===== src/rtl/assert_macros.svh =====
// assertion macros shared by the rtl
`ifndef ASSERT_MACROS_SVH
`define ASSERT_MACROS_SVH

// same-cycle implication, disabled during reset
`define TAT_ASSERT_NOW(label, clk, rst, ante, cons) \
  label: assert property (@(posedge clk) disable iff (rst) (ante) |-> (cons)) \
    else $error("same-cycle check failed");

// next-cycle implication, disabled during reset
`define TAT_ASSERT_NEXT(label, clk, rst, ante, cons) \
  label: assert property (@(posedge clk) disable iff (rst) (ante) |=> (cons)) \
    else $error("next-cycle check failed");

`endif


===== src/rtl/tat_pkg.sv =====
// types and constants of the thermistor conversion block
package tat_pkg;

  localparam int SegCount = 9;

  // 330 ohm expressed in milliohm
  localparam logic [18:0] RES_SCALE = 19'd330000;
  // 5 degrees in hundredths, doubled for round half up
  localparam logic [9:0] TEMP_SCALE = 10'd1000;
  localparam logic [28:0] RES_SAT = 29'h1FFF_FFFF;

  // segment bounds in milliohm, falling
  localparam logic [20:0] BOUND [10] = '{
    21'd1665000, 21'd1248000, 21'd942300, 21'd717100, 21'd549800,
    21'd424500, 21'd330000, 21'd258200, 21'd203400, 21'd161100
  };

  // upper bound of each segment minus its lower bound
  localparam logic [18:0] SEG_SPAN [SegCount] = '{
    19'd417000, 19'd305700, 19'd225200, 19'd167300, 19'd125300,
    19'd94500, 19'd71800, 19'd54800, 19'd42300
  };

  // temperature at the upper bound of each segment, 0.01 C
  localparam logic signed [12:0] SEG_BASE [SegCount] = '{
    -13'sd500, 13'sd0, 13'sd500, 13'sd1000, 13'sd1500,
    13'sd2000, 13'sd2500, 13'sd3000, 13'sd3500
  };

  typedef struct packed {
    logic tick_take;
    logic mul_load;
    logic r_sat;
    logic div_start;
    logic div_temp;
    logic r_load;
    logic seg_load;
    logic tmul_load;
    logic t_load;
    logic out_load;
  } dp_cmd_t;

  typedef struct packed {
    logic fire;
    logic sample_zero;
    logic div_done;
    logic in_range;
    logic out_free;
  } dp_status_t;

  typedef enum logic [9:0] {
    S_IDLE  = 10'b00_0000_0001,
    S_MUL   = 10'b00_0000_0010,
    S_RGO   = 10'b00_0000_0100,
    S_RWAIT = 10'b00_0000_1000,
    S_SEG   = 10'b00_0001_0000,
    S_TMUL  = 10'b00_0010_0000,
    S_TGO   = 10'b00_0100_0000,
    S_TWAIT = 10'b00_1000_0000,
    S_OUT   = 10'b01_0000_0000,
    S_SPARE = 10'b10_0000_0000
  } state_t;

endpackage


===== src/rtl/tat_if.sv =====
// channel interfaces: adc tick, configuration write, conversion result
interface tat_tick_if;
  logic       valid;
  logic       ready;
  logic [9:0] adc_sample;
  modport source (output valid, output adc_sample, input ready);
  modport sink (input valid, input adc_sample, output ready);
endinterface

interface tat_cfg_if;
  logic        valid;
  logic        ready;
  logic [15:0] sample_interval;
  modport source (output valid, output sample_interval, input ready);
  modport sink (input valid, input sample_interval, output ready);
endinterface

interface tat_result_if;
  logic               valid;
  logic               ready;
  logic               in_range;
  logic signed [12:0] temperature_centi;
  logic [28:0]        resistance_milliohm;
  logic [9:0]         sample_echo;
  modport source (output valid, output in_range, output temperature_centi,
                  output resistance_milliohm, output sample_echo, input ready);
  modport sink (input valid, input in_range, input temperature_centi,
                input resistance_milliohm, input sample_echo, output ready);
endinterface


===== src/rtl/tat_div.sv =====
// restoring divider, one quotient bit per cycle, long or short run
module tat_div (
  input  logic        clk,
  input  logic        rst,
  input  logic        start,
  input  logic        short_run,
  input  logic [29:0] num,
  input  logic [19:0] den,
  output logic        busy,
  output logic [29:0] quo
);

  localparam int NumW = 30;
  localparam int DenW = 20;
  localparam int AccW = NumW + DenW + 1;
  localparam int LongSteps = NumW;
  localparam int ShortSteps = 10;
  localparam int Pad = NumW - ShortSteps;

  logic [AccW-1:0] acc;
  logic [AccW-1:0] acc_next;
  logic [DenW-1:0] den_q;
  logic [4:0]      cnt;
  logic [DenW:0]   rem;

  always_comb begin
    acc_next = {acc[AccW-2:0], 1'b0};
    rem = acc_next[AccW-1:NumW];
    if (rem >= {1'b0, den_q}) begin
      acc_next[AccW-1:NumW] = rem - {1'b0, den_q};
      acc_next[0] = 1'b1;
    end
  end

  always_ff @(posedge clk) begin
    if (rst) begin
      busy <= 1'b0;
    end else if (start) begin
      busy <= 1'b1;
    end else if (busy && cnt == 5'd1) begin
      busy <= 1'b0;
    end
  end

  always_ff @(posedge clk) begin
    if (start) begin
      den_q <= den;
      if (short_run) begin
        // quotient known to fit in the short run's bits
        acc <= AccW'({num, {Pad{1'b0}}});
        cnt <= 5'(ShortSteps);
      end else begin
        acc <= AccW'(num);
        cnt <= 5'(LongSteps);
      end
    end else if (busy) begin
      acc <= acc_next;
      cnt <= cnt - 5'd1;
    end
  end

  assign quo = acc[NumW-1:0];

endmodule


===== src/rtl/tat_datapath.sv =====
// datapath: tick counter, resistance and segment arithmetic, result register
module tat_datapath (
  input  logic                clk,
  input  logic                rst,
  input  tat_pkg::dp_cmd_t    cmd,
  output tat_pkg::dp_status_t status,
  input  logic [9:0]          adc_sample,
  input  logic                cfg_we,
  input  logic [15:0]         cfg_interval,
  input  logic                out_ready,
  output logic                out_valid,
  output logic                out_in_range,
  output logic signed [12:0]  out_temp,
  output logic [28:0]         out_res,
  output logic [9:0]          out_sample
);

  logic [15:0]        interval;
  logic [15:0]        tick_count;
  logic [16:0]        count_inc;
  logic [9:0]         sample;
  logic [28:0]        prod;
  logic [28:0]        res;
  logic               in_range;
  logic [3:0]         seg_k;
  logic [29:0]        tnum;
  logic signed [12:0] temp;
  logic [3:0]         seg_cnt;
  logic               seg_hit;
  logic [20:0]        seg_diff;
  logic [28:0]        tprod;
  logic [29:0]        div_num;
  logic [19:0]        div_den;
  logic               div_busy;
  logic [29:0]        div_quo;

  assign count_inc = {1'b0, tick_count} + 17'd1;

  always_ff @(posedge clk) begin
    if (rst) begin
      interval <= 16'd5000;
      tick_count <= '0;
    end else begin
      if (cfg_we) begin
        interval <= cfg_interval;
      end
      if (cmd.tick_take) begin
        tick_count <= status.fire ? 16'd0 : count_inc[15:0];
      end
    end
  end

  // segment search over the falling bounds
  always_comb begin
    seg_cnt = '0;
    for (int j = 1; j < tat_pkg::SegCount; j++) begin
      seg_cnt = seg_cnt + 4'({8'b0, tat_pkg::BOUND[j]} > res);
    end
    seg_hit = (res >= {8'b0, tat_pkg::BOUND[tat_pkg::SegCount]}) &&
              (res < {8'b0, tat_pkg::BOUND[0]});
  end

  assign seg_diff = tat_pkg::BOUND[seg_k] - res[20:0];
  assign tprod = seg_diff[18:0] * tat_pkg::TEMP_SCALE;

  assign div_num = cmd.div_temp ? tnum : ({prod, 1'b0} + {20'b0, sample});
  assign div_den = cmd.div_temp ? {tat_pkg::SEG_SPAN[seg_k], 1'b0}
                                : {9'b0, sample, 1'b0};

  tat_div u_div (
    .clk       (clk),
    .rst       (rst),
    .start     (cmd.div_start),
    .short_run (cmd.div_temp),
    .num       (div_num),
    .den       (div_den),
    .busy      (div_busy),
    .quo       (div_quo)
  );

  always_ff @(posedge clk) begin
    if (cmd.tick_take) begin
      sample <= adc_sample;
    end
    if (cmd.mul_load) begin
      prod <= tat_pkg::RES_SCALE * (10'd1023 - sample);
    end
    if (cmd.r_sat) begin
      res <= tat_pkg::RES_SAT;
      in_range <= 1'b0;
      temp <= '0;
    end else if (cmd.r_load) begin
      res <= div_quo[28:0];
    end
    if (cmd.seg_load) begin
      in_range <= seg_hit;
      seg_k <= seg_cnt;
      temp <= '0;
    end
    if (cmd.tmul_load) begin
      tnum <= {1'b0, tprod} + {11'b0, tat_pkg::SEG_SPAN[seg_k]};
    end
    if (cmd.t_load) begin
      temp <= tat_pkg::SEG_BASE[seg_k] + $signed({3'b0, div_quo[9:0]});
    end
  end

  // result register
  always_ff @(posedge clk) begin
    if (rst) begin
      out_valid <= 1'b0;
    end else if (cmd.out_load) begin
      out_valid <= 1'b1;
    end else if (out_ready) begin
      out_valid <= 1'b0;
    end
  end

  always_ff @(posedge clk) begin
    if (cmd.out_load) begin
      out_in_range <= in_range;
      out_temp <= temp;
      out_res <= res;
      out_sample <= sample;
    end
  end

  assign status.fire = count_inc >= {1'b0, interval};
  assign status.sample_zero = sample == 10'd0;
  assign status.div_done = !div_busy;
  assign status.in_range = in_range;
  assign status.out_free = !out_valid || out_ready;

endmodule


===== src/rtl/tat_ctrl.sv =====
// controller: sequences one conversion through the datapath
module tat_ctrl (
  input  logic                clk,
  input  logic                rst,
  input  logic                tick_valid,
  output logic                tick_ready,
  input  tat_pkg::dp_status_t status,
  output tat_pkg::dp_cmd_t    cmd
);

  tat_pkg::state_t state;
  tat_pkg::state_t state_next;

  always_ff @(posedge clk) begin
    if (rst) begin
      state <= tat_pkg::S_IDLE;
    end else begin
      state <= state_next;
    end
  end

  always_comb begin
    state_next = state;
    cmd = '0;
    tick_ready = 1'b0;
    case (state)
      tat_pkg::S_IDLE: begin
        tick_ready = 1'b1;
        if (tick_valid) begin
          cmd.tick_take = 1'b1;
          if (status.fire) begin
            state_next = tat_pkg::S_MUL;
          end
        end
      end
      tat_pkg::S_MUL: begin
        if (status.sample_zero) begin
          cmd.r_sat = 1'b1;
          state_next = tat_pkg::S_OUT;
        end else begin
          cmd.mul_load = 1'b1;
          state_next = tat_pkg::S_RGO;
        end
      end
      tat_pkg::S_RGO: begin
        cmd.div_start = 1'b1;
        state_next = tat_pkg::S_RWAIT;
      end
      tat_pkg::S_RWAIT: begin
        if (status.div_done) begin
          cmd.r_load = 1'b1;
          state_next = tat_pkg::S_SEG;
        end
      end
      tat_pkg::S_SEG: begin
        cmd.seg_load = 1'b1;
        state_next = tat_pkg::S_TMUL;
      end
      tat_pkg::S_TMUL: begin
        if (status.in_range) begin
          cmd.tmul_load = 1'b1;
          state_next = tat_pkg::S_TGO;
        end else begin
          state_next = tat_pkg::S_OUT;
        end
      end
      tat_pkg::S_TGO: begin
        cmd.div_start = 1'b1;
        cmd.div_temp = 1'b1;
        state_next = tat_pkg::S_TWAIT;
      end
      tat_pkg::S_TWAIT: begin
        cmd.div_temp = 1'b1;
        if (status.div_done) begin
          cmd.t_load = 1'b1;
          state_next = tat_pkg::S_OUT;
        end
      end
      tat_pkg::S_OUT: begin
        if (status.out_free) begin
          cmd.out_load = 1'b1;
          state_next = tat_pkg::S_IDLE;
        end
      end
      default: begin
        state_next = tat_pkg::S_IDLE;
      end
    endcase
  end

endmodule


===== src/rtl/thermistor_adc_to_temperature.sv =====
// top level: tick-paced thermistor resistance and temperature conversion
// a tick that does not reach the interval only advances the count and gives no beat
// a converting tick leads to its result beat: a resistance division
// and an interpolation division share one divider
// the next tick is accepted once the result sits in the output register
// rst (synchronous) clears the tick count, sets the interval to 5000, drops valid
`include "assert_macros.svh"

module thermistor_adc_to_temperature (
  input logic          clk,
  input logic          rst,
  tat_tick_if.sink     tick,
  tat_cfg_if.sink      cfg,
  tat_result_if.source result
);

  tat_pkg::dp_cmd_t    cmd;
  tat_pkg::dp_status_t status;
  logic                in_ready;

  // interval register accepts a write beat in any cycle
  assign cfg.ready = 1'b1;
  assign tick.ready = in_ready;

  // sequencer: idle, multiply, divide, segment, interpolate, hand off
  tat_ctrl u_ctrl (
    .clk        (clk),
    .rst        (rst),
    .tick_valid (tick.valid),
    .tick_ready (in_ready),
    .status     (status),
    .cmd        (cmd)
  );

  // arithmetic, tick counter and result register
  tat_datapath u_dp (
    .clk          (clk),
    .rst          (rst),
    .cmd          (cmd),
    .status       (status),
    .adc_sample   (tick.adc_sample),
    .cfg_we       (cfg.valid),
    .cfg_interval (cfg.sample_interval),
    .out_ready    (result.ready),
    .out_valid    (result.valid),
    .out_in_range (result.in_range),
    .out_temp     (result.temperature_centi),
    .out_res      (result.resistance_milliohm),
    .out_sample   (result.sample_echo)
  );

  // the divider is never busy while ticks are taken
  `TAT_ASSERT_NOW(a_idle_div_free, clk, rst, in_ready, status.div_done)
  // the result register is only loaded when it can take the beat
  `TAT_ASSERT_NOW(a_load_free, clk, rst, cmd.out_load, status.out_free)
  // a converting tick closes the input until the conversion is done
  `TAT_ASSERT_NEXT(a_fire_busy, clk, rst, tick.valid && in_ready && status.fire, !in_ready)
  // an out-of-range result carries zero temperature
  `TAT_ASSERT_NOW(a_range_zero, clk, rst, result.valid && !result.in_range,
                  result.temperature_centi == 13'sd0)

endmodule

===== src/flat_wrapper.sv =====
// flat-port wrapper written by rule: the top's interface ports become plain ports
module thermistor_adc_to_temperature_flat 
  (clk, rst, tick_valid, tick_adc_sample, tick_ready, cfg_valid, cfg_sample_interval, cfg_ready, result_valid, result_in_range, result_temperature_centi, result_resistance_milliohm, result_sample_echo, result_ready);
  tat_tick_if tick_i ();
  tat_cfg_if cfg_i ();
  tat_result_if result_i ();
  input logic clk;
  input logic rst;
  input wire logic [$bits(tick_i.valid)-1:0] tick_valid;
  input wire logic [$bits(tick_i.adc_sample)-1:0] tick_adc_sample;
  output wire logic [$bits(tick_i.ready)-1:0] tick_ready;
  input wire logic [$bits(cfg_i.valid)-1:0] cfg_valid;
  input wire logic [$bits(cfg_i.sample_interval)-1:0] cfg_sample_interval;
  output wire logic [$bits(cfg_i.ready)-1:0] cfg_ready;
  output wire logic [$bits(result_i.valid)-1:0] result_valid;
  output wire logic [$bits(result_i.in_range)-1:0] result_in_range;
  output wire logic [$bits(result_i.temperature_centi)-1:0] result_temperature_centi;
  output wire logic [$bits(result_i.resistance_milliohm)-1:0] result_resistance_milliohm;
  output wire logic [$bits(result_i.sample_echo)-1:0] result_sample_echo;
  input wire logic [$bits(result_i.ready)-1:0] result_ready;
  assign tick_i.valid = tick_valid;
  assign tick_i.adc_sample = tick_adc_sample;
  assign tick_ready = tick_i.ready;
  assign cfg_i.valid = cfg_valid;
  assign cfg_i.sample_interval = cfg_sample_interval;
  assign cfg_ready = cfg_i.ready;
  assign result_valid = result_i.valid;
  assign result_in_range = result_i.in_range;
  assign result_temperature_centi = result_i.temperature_centi;
  assign result_resistance_milliohm = result_i.resistance_milliohm;
  assign result_sample_echo = result_i.sample_echo;
  assign result_i.ready = result_ready;
  thermistor_adc_to_temperature u_core (.clk(clk), .rst(rst), .tick(tick_i), .cfg(cfg_i), .result(result_i));
endmodule

===== config.mk =====
export PLATFORM = sky130hd
export DESIGN_NAME = thermistor_adc_to_temperature_flat
export DESIGN_NICKNAME = d
export VERILOG_FILES = /design/src/rtl/tat_pkg.sv /design/src/rtl/tat_if.sv /design/src/rtl/tat_div.sv /design/src/rtl/tat_datapath.sv /design/src/rtl/tat_ctrl.sv /design/src/rtl/thermistor_adc_to_temperature.sv /design/src/flat_wrapper.sv
export VERILOG_INCLUDE_DIRS = /design/src /design/src/rtl
export SDC_FILE = /design/constraint.sdc
export NUM_CORES = 1
export LEC_CHECK = 0
export BUFFER_PORTS_ARGS = -buffer_cell sky130_fd_sc_hd__clkbuf_2
export CORE_MARGIN = 2
export CORE_UTILIZATION = 53
export DETAILED_ROUTE_END_ITERATION = 10
export PLACE_DENSITY = 0.69
export RECOVER_POWER = 100
export SYNTH_ARGS = -nofsm -noshare
export SYNTH_HDL_FRONTEND = slang
export SYNTH_SLANG_ARGS = --single-unit

===== constraint.sdc =====
create_clock -name clk -period 8.4 [get_ports clk]
set_clock_uncertainty 0.15 [all_clocks]
set_input_delay 0.84 -clock clk [delete_from_list [all_inputs] [get_ports clk]]
set_output_delay 0.84 -clock clk [all_outputs]
set_load 0.005 [all_outputs]

==> results of run 1 <==
cells by family (layout without fill, tap and decap cells):
family                     count (synthesis)  after routing  synth area share
DFF                                      280            280             0.369
adders and majority gates                324            324             0.221
other                                      1              1          0.000180
buffers and inverters                    293            408            0.0534
AOI/OAI and AO/OA                        421            421             0.131
and+or+nand+nor                          630            630             0.145
xor gates and xnor gates                 147            147            0.0621
muxes                                     38             38            0.0185
worst max-delay path: cells and delay by family (launching register included):
family	cells	cell delay, ns
and+or+nand+nor	7	1.09
AOI/OAI and AO/OA	10	2.24
xor gates and xnor gates	2	0.36
DFF	1	0.50
buffers and inverters	4	0.32
adders and majority gates	7	2.98
per-stage QoR:
| step | worst slack [ns] | hold slack, ns |
|---|---|---|
| finish | 0.484 | 0.261 |
| global route | 0.00801 | 0.263 |
| global placement | 0.476 | 0.251 |
| CTS | 0.199 | 0.256 |
| floorplan | 0.868 | 0.250 |
| detailed placement | 0.219 | 0.255 |
registers in the layout, indices dropped and copies added, names as in the netlist, 16 cells and up:
register / count
u_core.u_dp.interval: 16
u_core.u_dp.out_res: 29
u_core.u_dp.prod: 25
u_core.u_dp.res: 29
u_core.u_dp.tick_count: 16
u_core.u_dp.tnum: 28
u_core.u_dp.u_div.acc: 50
u_core.u_dp.u_div.den_q: 19
worst max path at each step:
| stage | from | end | slack, ns | cells after the start |
|---|---|---|---|---|
| finish | u_core.u_dp.seg_k[0]$_DFFE_PP_ | u_core.u_dp.tnum[28]$_DFFE_PP_ | 0.48 | 30 |
| global route | u_core.u_dp.seg_k[0]$_DFFE_PP_ | u_core.u_dp.tnum[28]$_DFFE_PP_ | 0.008 | 27 |
| CTS | u_core.u_dp.seg_k[0]$_DFFE_PP_ | u_core.u_dp.tnum[28]$_DFFE_PP_ | 0.20 | 27 |
| detailed placement | u_core.u_dp.seg_k[0]$_DFFE_PP_ | u_core.u_dp.tnum[28]$_DFFE_PP_ | 0.22 | 28 |
| global placement | u_core.u_dp.seg_k[0]$_DFFE_PP_ | u_core.u_dp.tnum[24]$_DFFE_PP_ | 0.48 | 28 |
| floorplan | u_core.u_dp.seg_k[3]$_DFFE_PP_ | u_core.u_dp.tnum[28]$_DFFE_PP_ | 0.87 | 28 |
layout make-up:
| type | count | area share |
|---|---|---|
| clock buffer | 33 | 0.0349 |
| multi-input combinational | 1561 | 0.528 |
| inverter | 237 | 0.0387 |
| clock inverter | 25 | 0.0115 |
| sequential | 280 | 0.334 |
| tap | 518 | 0.0282 |
| timing repair buffer | 113 | 0.0243 |
layout by cell type, fill, tap and decap left out, types with 19 or more instances in the layout:
cell	netlist	routed
a21oi_1	126	126
xnor2_1	99	95
clkbuf_2	0	50
nor2b_1	25	25
o31ai_1	27	25
nand4_1	19	19
nor3_1	36	36
nor2_1	128	126
clkbuf_16	0	31
buf_4	1	19
nand2_1	222	222
dfxtp_1	72	72
o211ai_1	32	32
xor2_1	47	44
o21ai_0	84	84
mux2i_1	34	34
clkbuf_1	43	44
a21o_1	31	31
ha_1	248	248
edfxtp_1	208	208
fa_1	74	74
nand2b_1	25	25
nand3_1	71	71
inv_1	235	234
routing by layer:
metal / up-vias / share of wire
met5: - / 0
met4: 0 / 0.029
met3: 84 / 0.062
met2: 477 / 0.44
met1: 7666 / 0.47
li1: 7734 / -
what timing repair did:
item                                    CTS  global route
resized for setup                         0            19
buffers inserted                          0             1
endpoints found under the setup margin    0            11
power by group through the flow:
stage	clock network (mW)	registers [mW]	logic, mW
floorplan	0	1.62	1.61
global placement	0	1.63	2.00
detailed placement	0	1.63	2.02
CTS	1.42	1.60	2.06
global route	1.48	1.60	2.36
finish	1.40	1.60	2.09
==> run metrics, run 1 <==
worst reg2reg setup slack 0.48 ns; GP Congestion 0.941; die span in y 202 µm; Slew Limit Headroom -1.15; VDD IR max 187 µV; Routed Antenna Nets 0; Hold Path Stages 0; fin crit share 0.942; Tot GR Track Use 0.256; initial DRC count 1172; failing checks capacitance limit, slew limit; Clock Pin Slew Worst Setup and Hold Paths 0.06 ns; Net Count, Synth 2487; Worst Setup Start Kind flop; synth cell count leaders ha_1 (248), inv_1 (235), nand2_1 (222); Async SR Flop Fraction 0; Finished Cell Area 0.0230 mm²; GRT Max-Usage Layer met2; switch share 0.359; Reg power frac 0.314; core box area 0.0387 mm²; CTS sink count 280; Synth Flop Type edfxtp_1; reg2reg path depth 30; register bit total from synthesis 280; diodes inserted 0; Placed Area 0.0219 mm²; Storage cell area 0.00769 mm²; max-slew violation count 123; vias in the first global route 15740; Initial Utilization 0.538; Fillers 3402; Pwr Density 221 mW/mm²; met3 GRT Util 0.0437; HPWL Detailed 40.1 mm; Wirelength per Cell 18.6 µm; # rows 72; first-pass GRT wire length 84.1 mm; Die ar. 0.0409 mm²; power share of the combinational group 0.412; overall power 5.09 mW; H-tree levels 1; Clock Path Buffers 3; most used cell, CP ha_1; Pre-antenna DRT Iters 5; Synth Instances 2134; pin count of the biggest net entering global routing 56; hold-fix buffers at CTS 0; status complete, but fails checks; Final Hold Fails 0; Vias/cell 5.77; final core utilization 0.594; Hold EP u_core.u_dp.out_temp[7]$_DFFE_PP_; Clock power frac 0.274; fin cells 2767; leakage 10.1 nW; CP required 8.58 ns; Area Growth Syn to Fin 10.3%; Ys Warns 0; Worst path max stage delay 0.57 ns; antenna violations before repair 0; met2 Use GR 0.396; P_int 3.26 mW; post-synth cell types 80; final setup fails 0; CTS tree built; Worst setup EP type flop; Net Switching 1.82 mW; Post-synth EDFFs 208; min cycle time layout 7.92 ns; RSZ-0062 raised after global routing false; f_max 126 MHz; top-count cell post-synth ha_1; hold_sp u_core.u_dp.temp[7]$_SDFFCE_PN0P_; Multi-input gate area 0.0122 mm²; Slowest-stage cell, CP fa_1; M1 GR Usage 0.368; CTS buffer count 31; Yosys top cell area share 0.300; clk root buf clkbuf_16; nets 2577; worst slew pin tran 3.22 ns; Crit Path Max Fanout 7; # IOs 87; reg-to-reg startpoint u_core.u_dp.seg_k[0]$_DFFE_PP_; cell area after synthesis 0.0208 mm²; routed via count 15961; maxcap violations 4; GRT overflow 0; Synth area leader edfxtp_1; worst hold path class flop to flop; TNS Setup 0 ns; Worst-Skew Late Latency 0.59 ns; syn_area_per_cell 9.77 µm²; dpl cells 2708; Detailed Route WL 51.6 mm; register area share after synthesis 0.369; Horiz. Die Dim 202 µm; Remaining DRCs 0; I/O Buffers 85; share of layout cells above drive strength 1 0.0765; top cells by area, synth edfxtp_1 (30%), ha_1 (15%), fa_1 (7.1%); Worst R2R End u_core.u_dp.tnum[28]$_DFFE_PP_; Setup CP Type flop to flop; WP data arrival 8.09 ns
No activity file was read; power rests on OpenSTA's default activity.
==> run 2: changes to the inputs <==
--- a/config.mk
+++ b/config.mk
@@ -7,6 +7,7 @@
 export NUM_CORES = 1
 export LEC_CHECK = 0
 export BUFFER_PORTS_ARGS = -buffer_cell sky130_fd_sc_hd__clkbuf_2
+export CORE_ASPECT_RATIO = 1.4
 export CORE_MARGIN = 2
 export CORE_UTILIZATION = 53
 export DETAILED_ROUTE_END_ITERATION = 10
==> run 2 against run 1 <==
  * The flow still finishes with violations (capacitance limit, slew limit)
  * Global-route usage rose by 0.48 points
  * Sequential share of layout area rose by 0.27 points
  * Clock power fell by 11%
  * Core utilization fell by 0.96 points
  * Total power fell by 3.8%
  * Sequential power barely moved
  * Die area barely moved
  * Hold slack improved by 0.0082 ns
  * Register-to-register slack got worse by 0.04 ns
  * Maximum frequency fell by 0.55%
  * Count of clock-buffer cells in the layout rose by 1
  * Critical path type unchanged
  * Largest cell class unchanged
==> run metrics, run 2 (synthesis gave the netlist of run 1 again) <==
maxcap violations 5 (+1); status complete, but fails checks; fin crit share 0.948 (+0.00517); CTS tree built; diodes inserted 0 (unchanged); Net Switching 1.75 mW (-3.9%); Vias/cell 5.77 (about the same); # rows 86 (+19%); Clock Pin Slew Worst Setup and Hold Paths 0.06 ns (about the same); Hold EP u_core.u_dp.out_temp[12]$_DFFE_PP_; hold-fix buffers at CTS 0 (unchanged); Initial Utilization 0.534 (-0.00445); H-tree levels 1 (unchanged); reg2reg path depth 28 (-6.7%); Top Registers u_core.u_dp.u_div.acc x50, u_core.u_dp.out_res x29, u_core.u_dp.res x29; Worst-Skew Late Latency 0.59 ns (about the same); CTS sink count 280 (unchanged); GP Congestion 0.951 (+1.1%); min cycle time layout 7.96 ns (+0.0434 ns); power share of the combinational group 0.421 (+0.009); Slew Limit Headroom -0.501 (+0.645); GRT overflow 0 (unchanged); Worst Setup Start Kind flop; Tot GR Track Use 0.261 (+0.00479); routed via count 16006 (+0.28%); Final Hold Fails 0 (unchanged); CTS buffer count 28 (-9.7%); TNS Setup 0 ns (unchanged); reg-to-reg startpoint u_core.u_dp.seg_k[1]$_DFFE_PP_; # IOs 87 (unchanged); initial DRC count 977 (-17%); failing checks capacitance limit, slew limit; Slowest-stage cell, CP fa_1; leakage 9.95 nW (-1.1%); CP required 8.57 ns (about the same); Largest Register u_core.u_dp.u_div.acc; most common cell after layout, fill and taps aside ha_1; clk root buf clkbuf_16; die span in y 239 µm (+18%); P_int 3.14 mW (-3.8%); Die ar. 0.0410 mm² (about the same); WP data arrival 8.13 ns (+0.04 ns); Horiz. Die Dim 172 µm (-15%); vias in the first global route 16312 (+3.6%); post-CTS setup buffers 0 (unchanged); Pwr Density 214 mW/mm² (-3.1%); WHS 0.269 ns (+0.00822 ns); Crit Path Max Fanout 8 (+1); VDD IR max 205 µV (+10%); Worst R2R End u_core.u_dp.tnum[28]$_DFFE_PP_; fin cells 2773 (+0.22%); worst reg2reg setup slack 0.44 ns (-0.04 ns); f_max 126 MHz (-0.55%); hold_sp u_core.u_dp.temp[12]$_SDFFCE_PN0P_; Finished Cell Area 0.0228 mm² (-0.80%); most frequent cells in the layout ha_1 (248), inv_1 (235), nand2_1 (222), edfxtp_1 (208); Worst path max stage delay 0.55 ns (-0.02 ns); I/O Buffers 85 (unchanged); max-slew violation count 161 (+31%); Routed Antenna Nets 0 (unchanged); first-pass GRT wire length 84.0 mm (-0.12%); Area Growth Syn to Fin 9.45%; max reg flops 50 (unchanged); Setup CP Type flop to flop; Clock power frac 0.253 (-0.021); Pre-antenna DRT Iters 5 (unchanged); Worst setup EP type flop; switch share 0.358 (about the same); Hold Path Stages 0 (unchanged); antenna violations before repair 0 (unchanged); nets 2576 (-0.039%); Placed Area 0.0220 mm² (+0.16%); pin count of the biggest net entering global routing 48 (-14%); core box area 0.0391 mm² (+0.83%); Clock Path Buffers 3 (unchanged); Wirelength per Cell 19.0 µm (+1.7%); final setup fails 0 (unchanged); worst hold path class flop to flop; Reg power frac 0.326 (+0.012); dpl cells 2721 (+0.48%); share of layout cells above drive strength 1 0.0641 (-0.0123); Remaining DRCs 0 (unchanged); worst slew pin tran 2.25 ns (-0.968 ns); Detailed Route WL 52.6 mm (+1.9%); HPWL Detailed 41.5 mm (+3.6%)
run 2: cell type report:
type	instances	area (µm²)
Multi-Input combinational cell	1561	12100
Clock buffer	34	723
Inverter	237	890
Tap cell	528	661
Timing Repair Buffer	115	548
Sequential cell	280	7690
Clock inverter	18	178
Fill cell	3345	16200
run 2: metal layers:
| layer | part of all wire | GRT usage | up-vias |
|---|---|---|---|
| met4 | 0.052 | 0.129 | 0 |
| met1 | 0.40 | 0.310 | 7724 |
| li1 | - | - | 7692 |
| met3 | 0.044 | 0.0305 | 144 |
| met2 | 0.50 | 0.462 | 446 |
| met5 | 0 | 0 | - |
run 2: worst max-delay path: cells and delay by family (launching register included):
family | cells | cell delay (ns)
AOI/OAI and AO/OA | 12 | 2.96
adders and majority gates | 6 | 2.52
DFF | 1 | 0.38
buffers and inverters | 2 | 0.25
xor gates and xnor gates | 2 | 0.34
and+or+nand+nor | 6 | 1.11
run 2: repair_timing:
item                                   in CTS  in global routing
endpoints found under the hold margin       0                  0
setup endpoints to repair                   0                  8
gates resized for setup                     0                 15
run 2: per-stage QoR:
stage / power [mW] / utilization / setup slack, ns
after floorplan: 3.23 / - / 0.868
after global placement: 3.60 / 0.562 / 0.487
after detailed placement: 3.62 / 0.562 / 0.284
after CTS: 4.91 / 0.585 / 0.245
after global routing: 5.21 / 0.584 / -0.0343
final: 4.89 / 0.584 / 0.441
run 2: worst max-delay path by stage:
stage / startpoint / to / slack [ns] / cells past startpoint
3_3_place_gp: u_core.u_dp.seg_k[1]$_DFFE_PP_ / u_core.u_dp.tnum[28]$_DFFE_PP_ / 0.49 / 28
4_1_cts: u_core.u_dp.seg_k[1]$_DFFE_PP_ / u_core.u_dp.tnum[28]$_DFFE_PP_ / 0.24 / 28
3_5_place_dp: u_core.u_dp.seg_k[1]$_DFFE_PP_ / u_core.u_dp.tnum[28]$_DFFE_PP_ / 0.28 / 28
5_1_grt: u_core.u_dp.seg_k[1]$_DFFE_PP_ / u_core.u_dp.tnum[28]$_DFFE_PP_ / -0.03 / 30
2_1_floorplan: u_core.u_dp.seg_k[3]$_DFFE_PP_ / u_core.u_dp.tnum[28]$_DFFE_PP_ / 0.87 / 28
6_report: u_core.u_dp.seg_k[1]$_DFFE_PP_ / u_core.u_dp.tnum[28]$_DFFE_PP_ / 0.44 / 28
run 2: power groups by stage:
stage	Combinational, mW	Clock, mW	Sequential, mW
after floorplan	1.61	0	1.62
after global placement	1.98	0	1.63
after detailed placement	2.00	0	1.63
after CTS	2.06	1.26	1.60
after global routing	2.31	1.30	1.60
final	2.06	1.24	1.60
